**src/kcd_pkg.sv**
```systemverilog
// Shared types and constants of the key click / long-press detector.
// No dependencies; used by every other file except the assertion macro header.
package kcd_pkg;

  localparam int unsigned NUM_KEYS  = 16;
  localparam int unsigned KEY_IDX_W = (NUM_KEYS > 1) ? $clog2(NUM_KEYS) : 1;
  localparam int unsigned KEY_W     = 4;
  localparam int unsigned TIME_W    = 32;
  localparam int unsigned MASK_W    = 16;
  localparam int unsigned EVT_W     = 2;
  localparam int unsigned CFG_IDX_W = 1;
  localparam int unsigned CFG_W     = 32;

  localparam logic [TIME_W-1:0] TICKS_RESET = 32'd500;
  localparam logic [MASK_W-1:0] MASK_RESET  = '0;

  localparam int unsigned FIFO_DEPTH = 2;
  localparam int unsigned FIFO_PTR_W = 1;
  localparam int unsigned FIFO_CNT_W = 2;

  typedef enum logic [CFG_IDX_W-1:0] {
    CFG_LONG_PRESS_TICKS  = 1'd0,
    CFG_EVENT_ENABLE_MASK = 1'd1
  } kcd_cfg_idx_e;

  typedef enum logic [1:0] {
    CLS_RELEASE = 2'd0,
    CLS_CLICK   = 2'd1,
    CLS_LONG    = 2'd2
  } kcd_class_e;

  typedef enum logic [EVT_W-1:0] {
    EV_NONE  = 2'd0,
    EV_CLICK = 2'd1,
    EV_LONG  = 2'd2
  } kcd_event_e;

  typedef struct packed {
    logic [KEY_W-1:0]  key_id;
    logic              key_level;
    logic [TIME_W-1:0] time_now;
    logic              key_ok;
    logic              enabled;
  } kcd_item_t;

  typedef struct packed {
    logic full;
    logic empty;
  } kcd_fifo_stat_t;

  typedef struct packed {
    logic [KEY_W-1:0] report_key;
    kcd_event_e       press_event;
    logic             release_event;
    logic             rising_edge;
    logic             falling_edge;
    logic             long_press_state;
  } kcd_result_t;

endpackage

```
**src/kcd_in_if.sv**
```systemverilog
// Input channel of the detector: valid/ready plus one key sample.
// Depends on kcd_pkg.
interface kcd_in_if;
  import kcd_pkg::*;

  logic              valid;
  logic              ready;
  logic [KEY_W-1:0]  key_id;
  logic              key_level;
  logic [TIME_W-1:0] time_now;

  modport source (output valid, key_id, key_level, time_now, input ready);
  modport sink (input valid, key_id, key_level, time_now, output ready);
endinterface

```
**src/kcd_out_if.sv**
```systemverilog
// Output channel of the detector: valid/ready plus one key report.
// Depends on kcd_pkg.
interface kcd_out_if;
  import kcd_pkg::*;

  logic             valid;
  logic             ready;
  logic [KEY_W-1:0] report_key;
  logic [EVT_W-1:0] press_event;
  logic             release_event;
  logic             rising_edge;
  logic             falling_edge;
  logic             long_press_state;

  modport source (output valid, report_key, press_event, release_event, rising_edge,
                  falling_edge, long_press_state, input ready);
  modport sink (input valid, report_key, press_event, release_event, rising_edge,
                falling_edge, long_press_state, output ready);
endinterface

```
**src/kcd_fifo.sv**
```systemverilog
// Two-entry queue between the front and back parts of the detector.
// Depends on kcd_pkg.
module kcd_fifo (
  input  logic                clk_i,
  input  logic                rst_ni,
  input  logic                push_i,
  input  kcd_pkg::kcd_item_t  push_item_i,
  input  logic                pop_i,
  output kcd_pkg::kcd_item_t  pop_item_o,
  output kcd_pkg::kcd_fifo_stat_t stat_o
);
  import kcd_pkg::*;

  kcd_item_t             mem_q [FIFO_DEPTH];
  logic [FIFO_PTR_W-1:0] wr_ptr_q, rd_ptr_q;
  logic [FIFO_CNT_W-1:0] cnt_q;

  assign stat_o.full  = (cnt_q == FIFO_CNT_W'(FIFO_DEPTH));
  assign stat_o.empty = (cnt_q == '0);
  assign pop_item_o   = mem_q[rd_ptr_q];

  always_ff @(posedge clk_i or negedge rst_ni) begin
    if (!rst_ni) begin
      wr_ptr_q <= '0;
      rd_ptr_q <= '0;
      cnt_q    <= '0;
    end else begin
      if (push_i) wr_ptr_q <= wr_ptr_q + 1'b1;
      if (pop_i) rd_ptr_q <= rd_ptr_q + 1'b1;
      if (push_i && !pop_i) cnt_q <= cnt_q + 1'b1;
      else if (pop_i && !push_i) cnt_q <= cnt_q - 1'b1;
    end
  end

  always_ff @(posedge clk_i) begin
    if (push_i) mem_q[wr_ptr_q] <= push_item_i;
  end
endmodule

```
**src/kcd_front.sv**
```systemverilog
// Front part: configuration registers, input transfer and key range/enable lookup.
// Depends on kcd_pkg and kcd_in_if.
module kcd_front (
  input  logic                       clk_i,
  input  logic                       rst_ni,
  input  logic                       cfg_we_i,
  input  logic [kcd_pkg::CFG_IDX_W-1:0] cfg_idx_i,
  input  logic [kcd_pkg::CFG_W-1:0]  cfg_wdata_i,
  kcd_in_if.sink                     in_ch,
  input  kcd_pkg::kcd_fifo_stat_t    fifo_stat_i,
  output logic                       push_o,
  output kcd_pkg::kcd_item_t         push_item_o,
  output logic [kcd_pkg::TIME_W-1:0] ticks_o
);
  import kcd_pkg::*;

  logic [TIME_W-1:0] ticks_q;
  logic [MASK_W-1:0] mask_q;

  always_ff @(posedge clk_i or negedge rst_ni) begin
    if (!rst_ni) begin
      ticks_q <= TICKS_RESET;
      mask_q  <= MASK_RESET;
    end else if (cfg_we_i) begin
      unique case (kcd_cfg_idx_e'(cfg_idx_i))
        CFG_LONG_PRESS_TICKS:  ticks_q <= cfg_wdata_i[TIME_W-1:0];
        CFG_EVENT_ENABLE_MASK: mask_q  <= cfg_wdata_i[MASK_W-1:0];
        default: ;
      endcase
    end
  end

  assign ticks_o     = ticks_q;
  assign in_ch.ready = !fifo_stat_i.full;
  assign push_o      = in_ch.valid && !fifo_stat_i.full;

  always_comb begin
    push_item_o.key_id    = in_ch.key_id;
    push_item_o.key_level = in_ch.key_level;
    push_item_o.time_now  = in_ch.time_now;
    push_item_o.key_ok    = (32'(in_ch.key_id) < 32'(NUM_KEYS));
    push_item_o.enabled   = mask_q[in_ch.key_id];
  end
endmodule

```
**src/kcd_back.sv**
```systemverilog
// Back part: per-key state read-modify-write and the output register.
// Depends on kcd_pkg and kcd_out_if.
module kcd_back (
  input  logic                       clk_i,
  input  logic                       rst_ni,
  input  logic [kcd_pkg::TIME_W-1:0] ticks_i,
  input  kcd_pkg::kcd_item_t         item_i,
  input  kcd_pkg::kcd_fifo_stat_t    fifo_stat_i,
  output logic                       pop_o,
  kcd_out_if.source                  out_ch
);
  import kcd_pkg::*;

  logic              level_q [NUM_KEYS];
  logic [TIME_W-1:0] press_time_q [NUM_KEYS];
  kcd_class_e        class_q [NUM_KEYS];

  logic              out_valid_q;
  kcd_result_t       res_q, res_d;

  logic [KEY_IDX_W-1:0] sel;
  logic              last, rise, fall, is_long;
  logic [TIME_W-1:0] hold;
  kcd_class_e        cls, cls_fin;

  assign pop_o = !fifo_stat_i.empty && (!out_valid_q || out_ch.ready);
  assign sel   = item_i.key_id[KEY_IDX_W-1:0];

  always_comb begin
    last    = level_q[sel];
    rise    = item_i.key_level && !last;
    fall    = !item_i.key_level && last;
    hold    = item_i.time_now - (rise ? item_i.time_now : press_time_q[sel]);
    is_long = (hold >= ticks_i);
    cls     = class_q[sel];
    if (rise) cls = CLS_CLICK;
    if (fall) cls = is_long ? CLS_LONG : CLS_CLICK;
    if (item_i.key_level && is_long) cls = CLS_LONG;
    cls_fin = item_i.key_level ? cls : CLS_RELEASE;

    res_d                  = '0;
    res_d.report_key       = item_i.key_id;
    res_d.press_event      = EV_NONE;
    if (item_i.key_ok) begin
      if (item_i.enabled) begin
        if (rise) res_d.press_event = EV_CLICK;
        else if (cls == CLS_LONG) res_d.press_event = EV_LONG;
        res_d.release_event = fall;
      end
      res_d.rising_edge      = rise;
      res_d.falling_edge     = fall;
      res_d.long_press_state = (cls_fin == CLS_LONG);
    end
  end

  always_ff @(posedge clk_i or negedge rst_ni) begin
    if (!rst_ni) begin
      out_valid_q <= 1'b0;
      for (int k = 0; k < NUM_KEYS; k++) begin
        level_q[k]      <= 1'b0;
        press_time_q[k] <= '0;
        class_q[k]      <= CLS_RELEASE;
      end
    end else begin
      if (pop_o) out_valid_q <= 1'b1;
      else if (out_ch.ready) out_valid_q <= 1'b0;
      if (pop_o && item_i.key_ok) begin
        level_q[sel] <= item_i.key_level;
        class_q[sel] <= cls_fin;
        if (rise) press_time_q[sel] <= item_i.time_now;
      end
    end
  end

  always_ff @(posedge clk_i) begin
    if (pop_o) res_q <= res_d;
  end

  assign out_ch.valid            = out_valid_q;
  assign out_ch.report_key       = res_q.report_key;
  assign out_ch.press_event      = res_q.press_event;
  assign out_ch.release_event    = res_q.release_event;
  assign out_ch.rising_edge      = res_q.rising_edge;
  assign out_ch.falling_edge     = res_q.falling_edge;
  assign out_ch.long_press_state = res_q.long_press_state;
endmodule

```
**src/key_click_long_press_detector_core.sv**
```systemverilog
// Key click / long-press detector. Takes one key sample per transfer and returns
// one report per sample, in order. Sustained rate is one sample per clock while the
// report channel is ready; each sample is written to the queue, then popped by the
// per-key state read-modify-write in the back part, which also loads the output
// register. The two-entry queue holds up to two samples while a report waits.
// Hold time is (time_now - press time) mod 2^32 against long_press_ticks.
// Depends on kcd_pkg, kcd_in_if, kcd_out_if, kcd_front, kcd_fifo, kcd_back.
module key_click_long_press_detector_core (
  input  logic                          clk_i,
  input  logic                          rst_ni,
  input  logic                          cfg_we_i,
  input  logic [kcd_pkg::CFG_IDX_W-1:0] cfg_idx_i,
  input  logic [kcd_pkg::CFG_W-1:0]     cfg_wdata_i,
  kcd_in_if.sink                        in_i,
  kcd_out_if.source                     out_o
);
  import kcd_pkg::*;

  logic              push, pop;
  kcd_item_t         push_item, pop_item;
  kcd_fifo_stat_t    fifo_stat;
  logic [TIME_W-1:0] ticks;

  kcd_front u_front (
    .clk_i,
    .rst_ni,
    .cfg_we_i,
    .cfg_idx_i,
    .cfg_wdata_i,
    .in_ch       (in_i),
    .fifo_stat_i (fifo_stat),
    .push_o      (push),
    .push_item_o (push_item),
    .ticks_o     (ticks)
  );

  kcd_fifo u_fifo (
    .clk_i,
    .rst_ni,
    .push_i      (push),
    .push_item_i (push_item),
    .pop_i       (pop),
    .pop_item_o  (pop_item),
    .stat_o      (fifo_stat)
  );

  kcd_back u_back (
    .clk_i,
    .rst_ni,
    .ticks_i     (ticks),
    .item_i      (pop_item),
    .fifo_stat_i (fifo_stat),
    .pop_o       (pop),
    .out_ch      (out_o)
  );
endmodule

```
**src/flat_wrapper.sv**
```systemverilog
// flat-port wrapper written by rule: the top's interface ports become plain ports
module key_click_long_press_detector_core_flat import kcd_pkg::*;
  (clk_i, rst_ni, cfg_we_i, cfg_idx_i, cfg_wdata_i, in_i_valid, in_i_key_id, in_i_key_level, in_i_time_now, in_i_ready, out_o_valid, out_o_report_key, out_o_press_event, out_o_release_event, out_o_rising_edge, out_o_falling_edge, out_o_long_press_state, out_o_ready);
  kcd_in_if in_i_i ();
  kcd_out_if out_o_i ();
  input  logic clk_i;
  input  logic rst_ni;
  input  logic cfg_we_i;
  input  logic [kcd_pkg::CFG_IDX_W-1:0] cfg_idx_i;
  input  logic [kcd_pkg::CFG_W-1:0] cfg_wdata_i;
  input wire logic [$bits(in_i_i.valid)-1:0] in_i_valid;
  input wire logic [$bits(in_i_i.key_id)-1:0] in_i_key_id;
  input wire logic [$bits(in_i_i.key_level)-1:0] in_i_key_level;
  input wire logic [$bits(in_i_i.time_now)-1:0] in_i_time_now;
  output wire logic [$bits(in_i_i.ready)-1:0] in_i_ready;
  output wire logic [$bits(out_o_i.valid)-1:0] out_o_valid;
  output wire logic [$bits(out_o_i.report_key)-1:0] out_o_report_key;
  output wire logic [$bits(out_o_i.press_event)-1:0] out_o_press_event;
  output wire logic [$bits(out_o_i.release_event)-1:0] out_o_release_event;
  output wire logic [$bits(out_o_i.rising_edge)-1:0] out_o_rising_edge;
  output wire logic [$bits(out_o_i.falling_edge)-1:0] out_o_falling_edge;
  output wire logic [$bits(out_o_i.long_press_state)-1:0] out_o_long_press_state;
  input wire logic [$bits(out_o_i.ready)-1:0] out_o_ready;
  assign in_i_i.valid = in_i_valid;
  assign in_i_i.key_id = in_i_key_id;
  assign in_i_i.key_level = in_i_key_level;
  assign in_i_i.time_now = in_i_time_now;
  assign in_i_ready = in_i_i.ready;
  assign out_o_valid = out_o_i.valid;
  assign out_o_report_key = out_o_i.report_key;
  assign out_o_press_event = out_o_i.press_event;
  assign out_o_release_event = out_o_i.release_event;
  assign out_o_rising_edge = out_o_i.rising_edge;
  assign out_o_falling_edge = out_o_i.falling_edge;
  assign out_o_long_press_state = out_o_i.long_press_state;
  assign out_o_i.ready = out_o_ready;
  key_click_long_press_detector_core u_core (.clk_i(clk_i), .rst_ni(rst_ni), .cfg_we_i(cfg_we_i), .cfg_idx_i(cfg_idx_i), .cfg_wdata_i(cfg_wdata_i), .in_i(in_i_i), .out_o(out_o_i));
endmodule
```
**config.mk**
```make
export PLATFORM = sky130hd
export DESIGN_NAME = key_click_long_press_detector_core_flat
export DESIGN_NICKNAME = d
export VERILOG_FILES = /design/src/kcd_pkg.sv /design/src/kcd_in_if.sv /design/src/kcd_out_if.sv /design/src/kcd_fifo.sv /design/src/kcd_front.sv /design/src/kcd_back.sv /design/src/key_click_long_press_detector_core.sv /design/src/flat_wrapper.sv
export SDC_FILE = /design/constraint.sdc
export NUM_CORES = 1
export LEC_CHECK = 0
export BUFFER_PORTS_ARGS = -buffer_cell sky130_fd_sc_hd__buf_2
export CAP_MARGIN = 40
export CELL_PAD_IN_SITES_DETAIL_PLACEMENT = 1
export CELL_PAD_IN_SITES_GLOBAL_PLACEMENT = 2
export CORE_AREA = 2 2 282 284
export CTS_BUF_LIST = sky130_fd_sc_hd__clkbuf_8
export DETAILED_ROUTE_END_ITERATION = 6
export DIE_AREA = 0 0 284 286
export GPL_ROUTABILITY_DRIVEN = 0
export PLACE_DENSITY = 0.8
export RECOVER_POWER = 50
export SLEW_MARGIN = 30
export SYNTH_ARGS = -nofsm -noshare
export SYNTH_HDL_FRONTEND = slang
export SYNTH_HIERARCHICAL = 1
export SYNTH_SLANG_ARGS = --single-unit
```
**constraint.sdc**
```tcl
create_clock -name clk_i -period 6.7 [get_ports clk_i]
set_clock_uncertainty 0.05 [all_clocks]
set_input_delay 0.67 -clock clk_i [delete_from_list [all_inputs] [get_ports clk_i]]
set_output_delay 0.67 -clock clk_i [all_outputs]
set_load 0.005 [all_outputs]
```
==> run metrics, run 1 <==
pin count of the biggest net entering global routing=~150; number of CTS-inserted buffers=between 100 and 150; root buffer cell=clkbuf_8; critical path class=reg -> reg; fmax=about 150 MHz; Core Util, Final=about half; Slew headroom=-236%; I/O pin count=just under 90; first-pass GRT wire length=139 mm; R2R Path Start=u_core/u_fifo/rd_ptr_q; PwrDens=about 480 mW/mm^2; starting density of the core=roughly 44%; crit-path max cell delay=roughly 0.58 ns; most numerous cell in the Yosys netlist=dfrtp_1; Final min period=approximately 6.5 ns; Worst Path Arrival=about 7 ns; Core Box Area=around 0.078 sq mm; worst hold endpoint=u_core/u_fifo/mem_q[0][30]; Adder-Cell Fraction of Synth Area=2.40%; Final nets=2,494; startpoint types=flip-flop; Worst R2R Path Depth=27; Worst Path Required=just over 7 ns; Vias/cell=between 5 and 6; Tcrit/Tclk final=a little under 100%; later-pin clock latency in the skew report=~0.73 ns; Avg Cell Area, Syn=15.7 sq um; maximum level of the CTS H-tree=3; most common library cells after synthesis=dfrtp_1 (607), mux2_2 (523), mux4_2 (173); Area growth, synth to finish=14.1%; Hold Path Stages=1; CP Capture Type=flip-flop; Tightest Pin Transition=just over 5 ns; largest cells by area after synthesis=dfrtp_1 (44%), mux2_2 (17%), mux4_2 (11%), edfxtp_1 (7.7%), mux2_4 (5.3%); Post-synth ARST share=between 80% and 90%; final setup fails=0; failing checks=capacitance limit, slew limit; Leak=~0.018 uW; Port-buffer cells=86; status=finished with violations; clk sinks=~700; Pre-antenna DRT Iters=5; clock-pin slew on the worst setup and hold paths=roughly 0.070 ns; Die W=roughly 280 um; reg2reg end=u_core/u_back/class_q[25]; Slew Limit Fails=89; Placed Cells=about 3,300; Syn Nets=about 2,300; GRT overflow=0; share of layout cells above drive strength 1=between 50% and 60%; register area share after synthesis=between 50% and 60%; YS warnings=6; VDD IR max=around 0.25 mV; main combinational cell family by area after synthesis=multiplexers; Clock Path Buffers=3; Hold Slack=around 0.066 ns; vias in the first global route=between 20,000 and 25,000; routed vias=~20,000; simple-gate portion of the synthesized area=between 2 and 2.5%; hold_sp=in_i_time_now[28]; Finished Layout Cells=3,501; mux contribution to synthesized area=35.3%; Power, Total=approximately 19,000 uW; largest fanout on the critical path=11; post-synthesis compound-gate area fraction=2.45%; r2r setup slk=0.18 ns; post-synth top area share=between 40% and 50%; Post-synth EDFFs=88; CTS tree=yes; Post-synth top flop=dfrtp_1; placement row count=between 100 and 150; pre-CTS WS=-0.380 ns; initial antenna violation count=1; Cell variety after synth=between 60 and 70; Synth Area in XOR/XNOR=0.897%; die area=between 0.08 and 0.09 sq mm; DRC Markers=0; antenna-violating nets left=0; Hold Crit Class=in -> reg; area leader, netlist=dfrtp_1; gr usage total=22.5%; Cell Area, Synth=about 0.034 sq mm; final setup margin=around 0.18 ns; HPWL after detailed placement=about 56 mm; Critical-path top delay cell=or4b_4; flops & latches, synth=roughly 700; initial drt markers=about 1,100; Mapped Cells=approximately 2,200; Max Cap Viol=1; Fin. Hold Viols=0; DR WL/cell=around 26 um; Post-Route WL=about 90 mm; die height=~290 um
per-stage QoR:
step                instance area (sq um)  setup TNS [ns]
global route                        39000          -0.734
global placement                    36000           -6.10
detailed placement                  36100          -10.48
finish                              39000               0
CTS                                 38700               0
floorplan                           34200               0
power by group:
part           total [uW]  switching, uW  internal [uW]  leakage [uW]
combinational        9390           4890           4500       0.00763
sequential           5550            402           5150       0.00909
clock                3690           1740           1950       0.00137
registers in the layout, indices dropped and copies added (netlist names), 4 cells and up:
register and cells:
u_core/u_back/class_q 32, u_core/u_front/ticks_o 32, u_core/u_back/press_time_q 512, u_core/u_back/level_q 16, u_core/u_front/mask_q 16, u_core/u_back/out_ch.report_key 4, u_core/u_fifo/mem_q 78
cells in the final DEF (no fill, tap or decap), types with 37 or more instances in the layout:
master and instances:
dfrtp_1 606, mux4_2 173, buf_2 58, ha_1 62
clkbuf_8 142, inv_1 91, edfxtp_1 88, a21oi_1 37
mux2_2 511, mux2_4 130, buf_4 121
per-layer routing:
layer | track usage [%] | vias up | share of wire, %
met5 | 0 | - | 0
met4 | 7.09 | 0 | 2.7
met3 | 3.31 | 161 | 3.4
met2 | 38.7 | 380 | 51
met1 | 29.6 | 10700 | 43
li1 | - | 8464 | -
repair_timing:
action | 4_1_cts | 5_1_grt
hold buffers | 4 | 0
gates cloned | 3 | 2
gates resized for setup | 34 | 57
setup buffers | 4 | 11
pin swaps | 8 | 36
endpoints found under the setup margin | 34 | 34
endpoints found under the hold margin | 89 | 0
worst max path at each step:
| stage | cells past startpoint | to | from |
|---|---|---|---|
| final | 27 | u_core/u_back/class_q[25] | u_core/u_fifo/rd_ptr_q |
| after global routing | 27 | u_core/u_back/class_q[8] | u_core/u_fifo/rd_ptr_q |
| after CTS | 29 | u_core/u_back/class_q[15] | u_core/u_fifo/rd_ptr_q |
| after detailed placement | 28 | u_core/u_back/class_q[20] | u_core/u_fifo/rd_ptr_q |
| after global placement | 28 | u_core/u_back/class_q[6] | u_core/u_fifo/rd_ptr_q |
| after floorplan | 29 | u_core/u_back/class_q[31] | u_core/u_fifo/rd_ptr_q |
critical path: cells and delay by family (launching register included):
family | cells | cell delay, ns
DFF | 1 | 0.40
and+or+nand+nor | 9 | 1.92
buffers and inverters | 4 | 0.56
adders and majority gates | 2 | 0.44
AOI/OAI and AO/OA | 7 | 1.32
muxes | 5 | 1.65
cell type report:
type                            count  area (sq um)
Timing Repair Buffer              246          1930
Clock inverter                     73           352
Antenna cell                        1          2.50
Inverter                           43           161
Tap cell                         1050          1310
Clock buffer                      142          1950
Fill cell                        7609         39300
Sequential cell                   701         18000
Multi-Input combinational cell   1245         15300
kinds of logic (layout without fill, tap and decap cells):
logic type	count (synthesis)	in the layout
muxes	858	858
DFF	701	701
buffers and inverters	233	504
and+or+nand+nor	155	155
AOI/OAI and AO/OA	130	131
adders and majority gates	65	65
xor gates and xnor gates	35	35
other	1	2
Power figures use the tool's default switching activity.
==> inputs of run 2 (changes only) <==
==> constraint.sdc (replaced) <==
create_clock -name clk_i -period 6.7 [get_ports clk_i]
set_clock_uncertainty 0.05 [all_clocks]
set_input_delay 1.005 -clock clk_i [delete_from_list [all_inputs] [get_ports clk_i]]
set_output_delay 1.005 -clock clk_i [all_outputs]
set_load 0.005 [all_outputs]
==> run 2 against run 1 <==
Against the previous run: the flow still finishes with violations (capacitance limit, slew limit); clock-buffer cell count unchanged; final cell count decreased by 0.11%; hold slack improved by 0.32 ns; routed wire length increased by 0.16%; sequential share of layout area increased by 0.088 points; combinational power about the same; global-route usage about the same; flip-flop and latch count unchanged; first-iteration DRC count increased by 9.0%; utilization decreased by 0.094 points; critical endpoint is now u_core/u_back/class_q[8]; largest cell class unchanged; highest routed layer unchanged.
==> run metrics, run 2 (synthesis gave the netlist of run 1 again) <==
status=finished with violations; failing checks=capacitance limit, slew limit; CTS tree=yes; Top cell by count, worst path=buf_4; most flop-heavy register=u_core/u_back/press_time_q; Die W=between 200 and 300 um; I/O pin count=between 80 and 90; Max Cap Viol=1; starting density of the core=43.6%; Worst Path Required=just over 7 ns; Worst Path Arrival=about 7 ns; biggest regs=u_core/u_back/press_time_q: 512 flops, u_core/u_fifo/mem_q: 78 flops; Layout fillers=roughly 7,600; Finished Layout Cells=about 3,500; Tcrit/Tclk final=97.4%; met3 Track Usage GR=approximately 3.3%; clk sinks=approximately 700; max FFs per register=512; PwrDens=around 480 mW/mm^2; initial drt markers=between 1,000 and 1,500; maximum level of the CTS H-tree=3; VDD IR max=between 0.2 and 0.3 mV; Leak=around 0.018 uW; number of CTS-inserted buffers=about 120; met1 track demand over resource=29.6%; pin count of the biggest net entering global routing=about 150; root buffer cell=clkbuf_8; largest fanout on the critical path=27; placement row count=between 100 and 150; die area=about 0.081 sq mm; Fin. Hold Viols=0; HPWL after detailed placement=approximately 56 mm; commonest non-fill, non-tap cell in the layout=dfrtp_1; Clock Path Buffers=3; GRT overflow=0; global routing met2 resource utilization=38.7%; Final nets=approximately 2,500; share of layout cells above drive strength 1=between 50% and 60%; pre-CTS WS=-0.380 ns; die height=286 um; fmax=roughly 150 MHz; crit-path max cell delay=0.58 ns; first-pass GRT wire length=139 mm; initial antenna violation count=1; gr usage total=between 20% and 30%; Tightest Pin Transition=about 5.0 ns; Critical-path top delay cell=or4b_4; CP Capture Type=flip-flop; routed vias=19,700; Hold Crit Class=in -> reg; critical path class=reg -> reg; Final min period=around 6.5 ns; antenna-violating nets left=0; DR WL/cell=around 26 um; vias in the first global route=between 20,000 and 25,000; Multi-input gate area=approximately 0.015 sq mm; clock-pin slew on the worst setup and hold paths=~0.070 ns; Port-buffer cells=86; startpoint types=flip-flop; final setup fails=0; GRT busiest layer=met2; Vias/cell=5.63; Slew Limit Fails=86; commonest non-fill, non-tap cells in the layout=dfrtp_1 (606), mux2_2 (511), mux4_2 (173); final setup margin=approximately 0.17 ns; Seq. cell area=roughly 0.018 sq mm; Hold Slack=roughly 0.4 ns; Post-Route WL=slightly above 90 mm; Placed Cells=approximately 3,300; Core Box Area=approximately 0.078 sq mm; Slew headroom=-232%; later-pin clock latency in the skew report=between 0.7 and 0.8 ns; DRC Markers=0; Area growth, synth to finish=13.9%; Pre-antenna DRT Iters=7
-- run 2: cell count changes in the layout (fill, tap and decap cells not counted) --
cell	delta
clkbuf_2	+1
buf_16	-2
clkbuf_1	-7
buf_2	+7
dlygate4sd3_1	-4
clkbuf_4	+1
-- run 2: final timing paths --
path	from	end	slack (ns)	cells past startpoint
worst max-delay path	u_core/u_fifo/rd_ptr_q	u_core/u_back/class_q[8]	0.17	25
worst min-delay path	in_i_time_now[24]	u_core/u_fifo/mem_q[0][26]	0.39	1
worst max register to register	u_core/u_fifo/rd_ptr_q	u_core/u_back/class_q[8]	0.17	25
worst min register to register	u_core/u_back/press_time_q[480]	u_core/u_back/press_time_q[480]	0.44	2
max in group asynchronous	rst_ni	u_core/u_back/press_time_q[34]	0.94	3
min in group asynchronous	rst_ni	u_core/u_back/press_time_q[112]	2.03	1
-- run 2: metal layers --
metal  part of all wire (%)  vias to the layer above
met3                    3.2                      163
met5                      0                        -
met4                    2.7                        0
li1                       -                     8448
met2                     51                      364
met1                     43                    10700
-- run 2: layout make-up --
class / count / share of cell area, %
clock inverters: 73 / 0.903
multi-input cells: 1245 / 39.3
inverters: 43 / 0.414
flip-flops and latches: 701 / 46.2
diodes: 1 / 0.00643
repair buffers: 242 / 4.77
well taps: 1050 / 3.37
clock buffers: 142 / 5.02
-- run 2: power by group --
part	internal [uW]	leakage, uW	switching [uW]	total, uW
Sequential	5150	0.00909	401	5550
Clock	1950	0.00137	1750	3690
Combinational	4500	0.00761	4900	9400
Total	11600	0.0181	7040	18600
-- run 2: critical path, delay by kind of cell, from the launching register on --
| family | cells | cell delay [ns] |
|---|---|---|
| multiplexers | 5 | 1.57 |
| buffers and inverters | 6 | 1.14 |
| adder cells (fa/ha/maj) | 2 | 0.37 |
| AND/OR/NAND/NOR | 7 | 1.42 |
| flip-flops | 1 | 0.44 |
| AO/OA/AOI/OAI | 5 | 1.35 |
-- run 2: what timing repair did --
item,4_1_cts,5_1_grt
gates cloned,3,2
hold buffers,0,0
pin swaps,8,36
setup buffers,4,11
gates resized for setup,34,57
setup endpoints to repair,34,34
-- run 2: stage by stage --
| stage | power [uW] | util, % | area [sq um] | TNS (ns) |
|---|---|---|---|---|
| floorplan | 11000 | - | 34200 | 0 |
| global placement | 13700 | 45.9 | 36000 | -6.10 |
| detailed placement | 14100 | 46.1 | 36100 | -10.48 |
| CTS | 18200 | 49.3 | 38600 | 0 |
| global route | 19800 | 49.7 | 38900 | -0.734 |
| finish | 18600 | 49.7 | 38900 | 0 |
==> inputs of run 3 (changes only) <==
- CORE_AREA: 2 2 282 284 -> 2 2 316 318
- DIE_AREA: 0 0 284 286 -> 0 0 318 320
- PLACE_DENSITY: 0.8 -> 0.66
==> run 3 against run 2 <==
Against the previous run: the run still ends with capacitance limit, slew limit left; clock-buffer cell count rose by 12; first-iteration DRC count fell by 10%; global-route usage fell by 4.0 points; non-clock buffer count fell by 1; utilization fell by 9.5 points; via count fell by 0.31%; sequential power barely moved; total power fell by 0.58%; worst setup slack improved by 0.093 ns; routed wire length rose by 2.5%; cell area rose by 1.2%; critical endpoint is now u_core/u_back/class_q[31]; largest cell class unchanged; largest power group unchanged.
==> run metrics, run 3 (synthesis gave the netlist of run 1 again) <==
status=finished with violations; failing checks=capacitance limit, slew limit; root buffer cell=clkbuf_8; number of CTS-inserted buffers=approximately 120; Max Cap Viol=1; commonest non-fill, non-tap cell in the layout=dfrtp_1; Vias/cell=about 5.3; CP Capture Type=flip-flop; max FFs per register=between 500 and 600; Tcrit/Tclk final=between 90 and 100%; Worst Path Arrival=approximately 7.0 ns; Post-Route WL=93.3 mm; most flop-heavy register=u_core/u_back/press_time_q; Hold Path Stages=1; Slew Limit Fails=just under 100; Leak=0.0182 uW; reg2reg end=u_core/u_back/class_q[31]; Worst Path Required=7.29 ns; Hold Slack=between 0.3 and 0.4 ns; placement row count=between 100 and 150; Pre-antenna DRT Iters=5; PwrDens=between 400 and 500 mW/mm^2; Slew headroom=-272%; Final min period=about 6.4 ns; Hold Crit Class=in -> reg; Fin Setup TNS=0 ns; r2r setup slk=between 0.2 and 0.3 ns; Core Box Area=0.0980 sq mm; later-pin clock latency in the skew report=0.79 ns; Area growth, synth to finish=15.2%; fmax=~160 MHz; VDD IR max=around 0.28 mV; global routing met2 resource utilization=31.6%; GRT busiest layer=met2; die height=between 300 and 400 um; die area=0.102 sq mm; Worst R2R Path Depth=26; Tightest Pin Transition=5.59 ns; hold_sp=in_i_time_now[26]; largest fanout on the critical path=8; CTS Hold Bufs=0; clk sinks=701; RSZ-0062 raised after global routing=no; Core Util, Final=between 40% and 50%; Fin. Hold Viols=0; met1 track demand over resource=between 20% and 30%; Port-buffer cells=86; HPWL after detailed placement=58.6 mm; final setup fails=0; worst hold endpoint=u_core/u_fifo/mem_q[0][28]; commonest non-fill, non-tap cells in the layout=dfrtp_1 (606), mux2_2 (520), mux4_2 (173); initial drt markers=approximately 1,100; R2R Path Start=u_core/u_fifo/rd_ptr_q; I/O pin count=87; share of layout cells above drive strength 1=about half; Power, Total=18,500 uW; pin count of the biggest net entering global routing=about 180; startpoint types=flip-flop; initial antenna violation count=2; critical path class=reg -> reg; Clock Path Buffers=3; vias in the first global route=roughly 22,000; routed vias=approximately 20,000; first-pass GRT wire length=143 mm; DR WL/cell=25.0 um; starting density of the core=about a third; met3 Track Usage GR=2.68%; Final nets=2,491; DRC Markers=0; CP startpoint=u_core/u_fifo/rd_ptr_q; maximum level of the CTS H-tree=3; Die W=approximately 320 um; antenna-violating nets left=0; GRT overflow=0; clock-pin slew on the worst setup and hold paths=about 0.060 ns; CTS tree=yes; gr usage total=18.5%; biggest regs=u_core/u_back/press_time_q: 512 flops, u_core/u_fifo/mem_q: 78 flops
==> run 3: cell types whose count changed in the layout (fill, tap and decap cells not counted), moves of 6 or more <==
cell      delta
clkinv_1     -7
clkbuf_8    +12
mux2_2       +9
mux2_4       -9
nand2_2      -6
buf_4        -6
==> run 3: routing by layer <==
layer | wire length [um] | vias up | part of all wire [%]
li1 | - | 8451 | -
met1 | 41000 | 10700 | 44
met2 | 46500 | 353 | 50
met3 | 3020 | 157 | 3.2
met4 | 2770 | 0 | 3.0
met5 | 0 | - | 0
==> run 3: how the worst max path moves through the flow <==
| stage | endpoint | slack [ns] | depth (start not counted) |
|---|---|---|---|
| 2_1_floorplan | u_core/u_back/class_q[31] | 0.04 | 29 |
| 3_3_place_gp | u_core/u_back/class_q[30] | -0.15 | 28 |
| 3_5_place_dp | u_core/u_back/class_q[12] | -0.29 | 28 |
| 4_1_cts | u_core/u_back/class_q[31] | 0.003 | 29 |
| 5_1_grt | u_core/u_back/class_q[13] | 0.006 | 27 |
| 6_report | u_core/u_back/class_q[31] | 0.26 | 26 |
==> run 3: worst max-delay path, stage by stage (launching register included) <==
cell      delay [ns]
dfrtp_2         0.41
mux2_8          0.40
mux4_2          0.42
mux2_2          0.29
or3b_4          0.44
nand2_8         0.11
buf_12          0.15
buf_4           0.12
mux2i_2         0.22
ha_1            0.29
and4_4          0.21
and2_1          0.15
a311o_1         0.31
o21ba_2         0.28
nor2_2          0.15
a21oi_2         0.11
or4b_1          0.50
nand3_1         0.12
ha_1            0.25
and3_1          0.16
nand4_1         0.11
o21ai_0         0.11
a21oi_1         0.16
o31a_4          0.25
a21boi_4        0.09
buf_6           0.14
mux2_2          0.27
==> run 3: final cells by class <==
class                   instances  area (sq um)
inverters                      43           161
clock buffers                 154          2120
diodes                          1          2.50
flip-flops and latches        701         18000
well taps                    1287          1610
clock inverters                64           360
multi-input cells            1245         15200
repair buffers                241          1940
fillers                      9774         58600
==> run 3: power breakdown <==
group / internal (uW) / leakage (uW) / switching [uW] / total [uW]
Clock: 2160 / 0.00145 / 1770 / 3930
Combinational: 4370 / 0.00768 / 4690 / 9060
Sequential: 5150 / 0.00909 / 393 / 5540
Total: 11700 / 0.0182 / 6860 / 18500
==> run 3: repair_timing <==
| item | 4_1_cts | 5_1_grt |
|---|---|---|
| gates resized for setup | 23 | 31 |
| gates cloned | 2 | 2 |
| pin swaps | 8 | 17 |
| setup endpoints to repair | 34 | 34 |
| setup buffers | 2 | 10 |
==> run 3: metrics by stage <==
| step | setup WS (ns) | cell area [sq um] | std cells |
|---|---|---|---|
| after CTS | 0.00272 | 39200 | 3719 |
| after detailed placement | -0.286 | 36600 | 3497 |
| final | 0.265 | 39400 | 3736 |
| after floorplan | 0.0372 | 34200 | 2178 |
| after global placement | -0.147 | 36300 | 3486 |
| after global routing | 0.00579 | 39400 | 3736 |
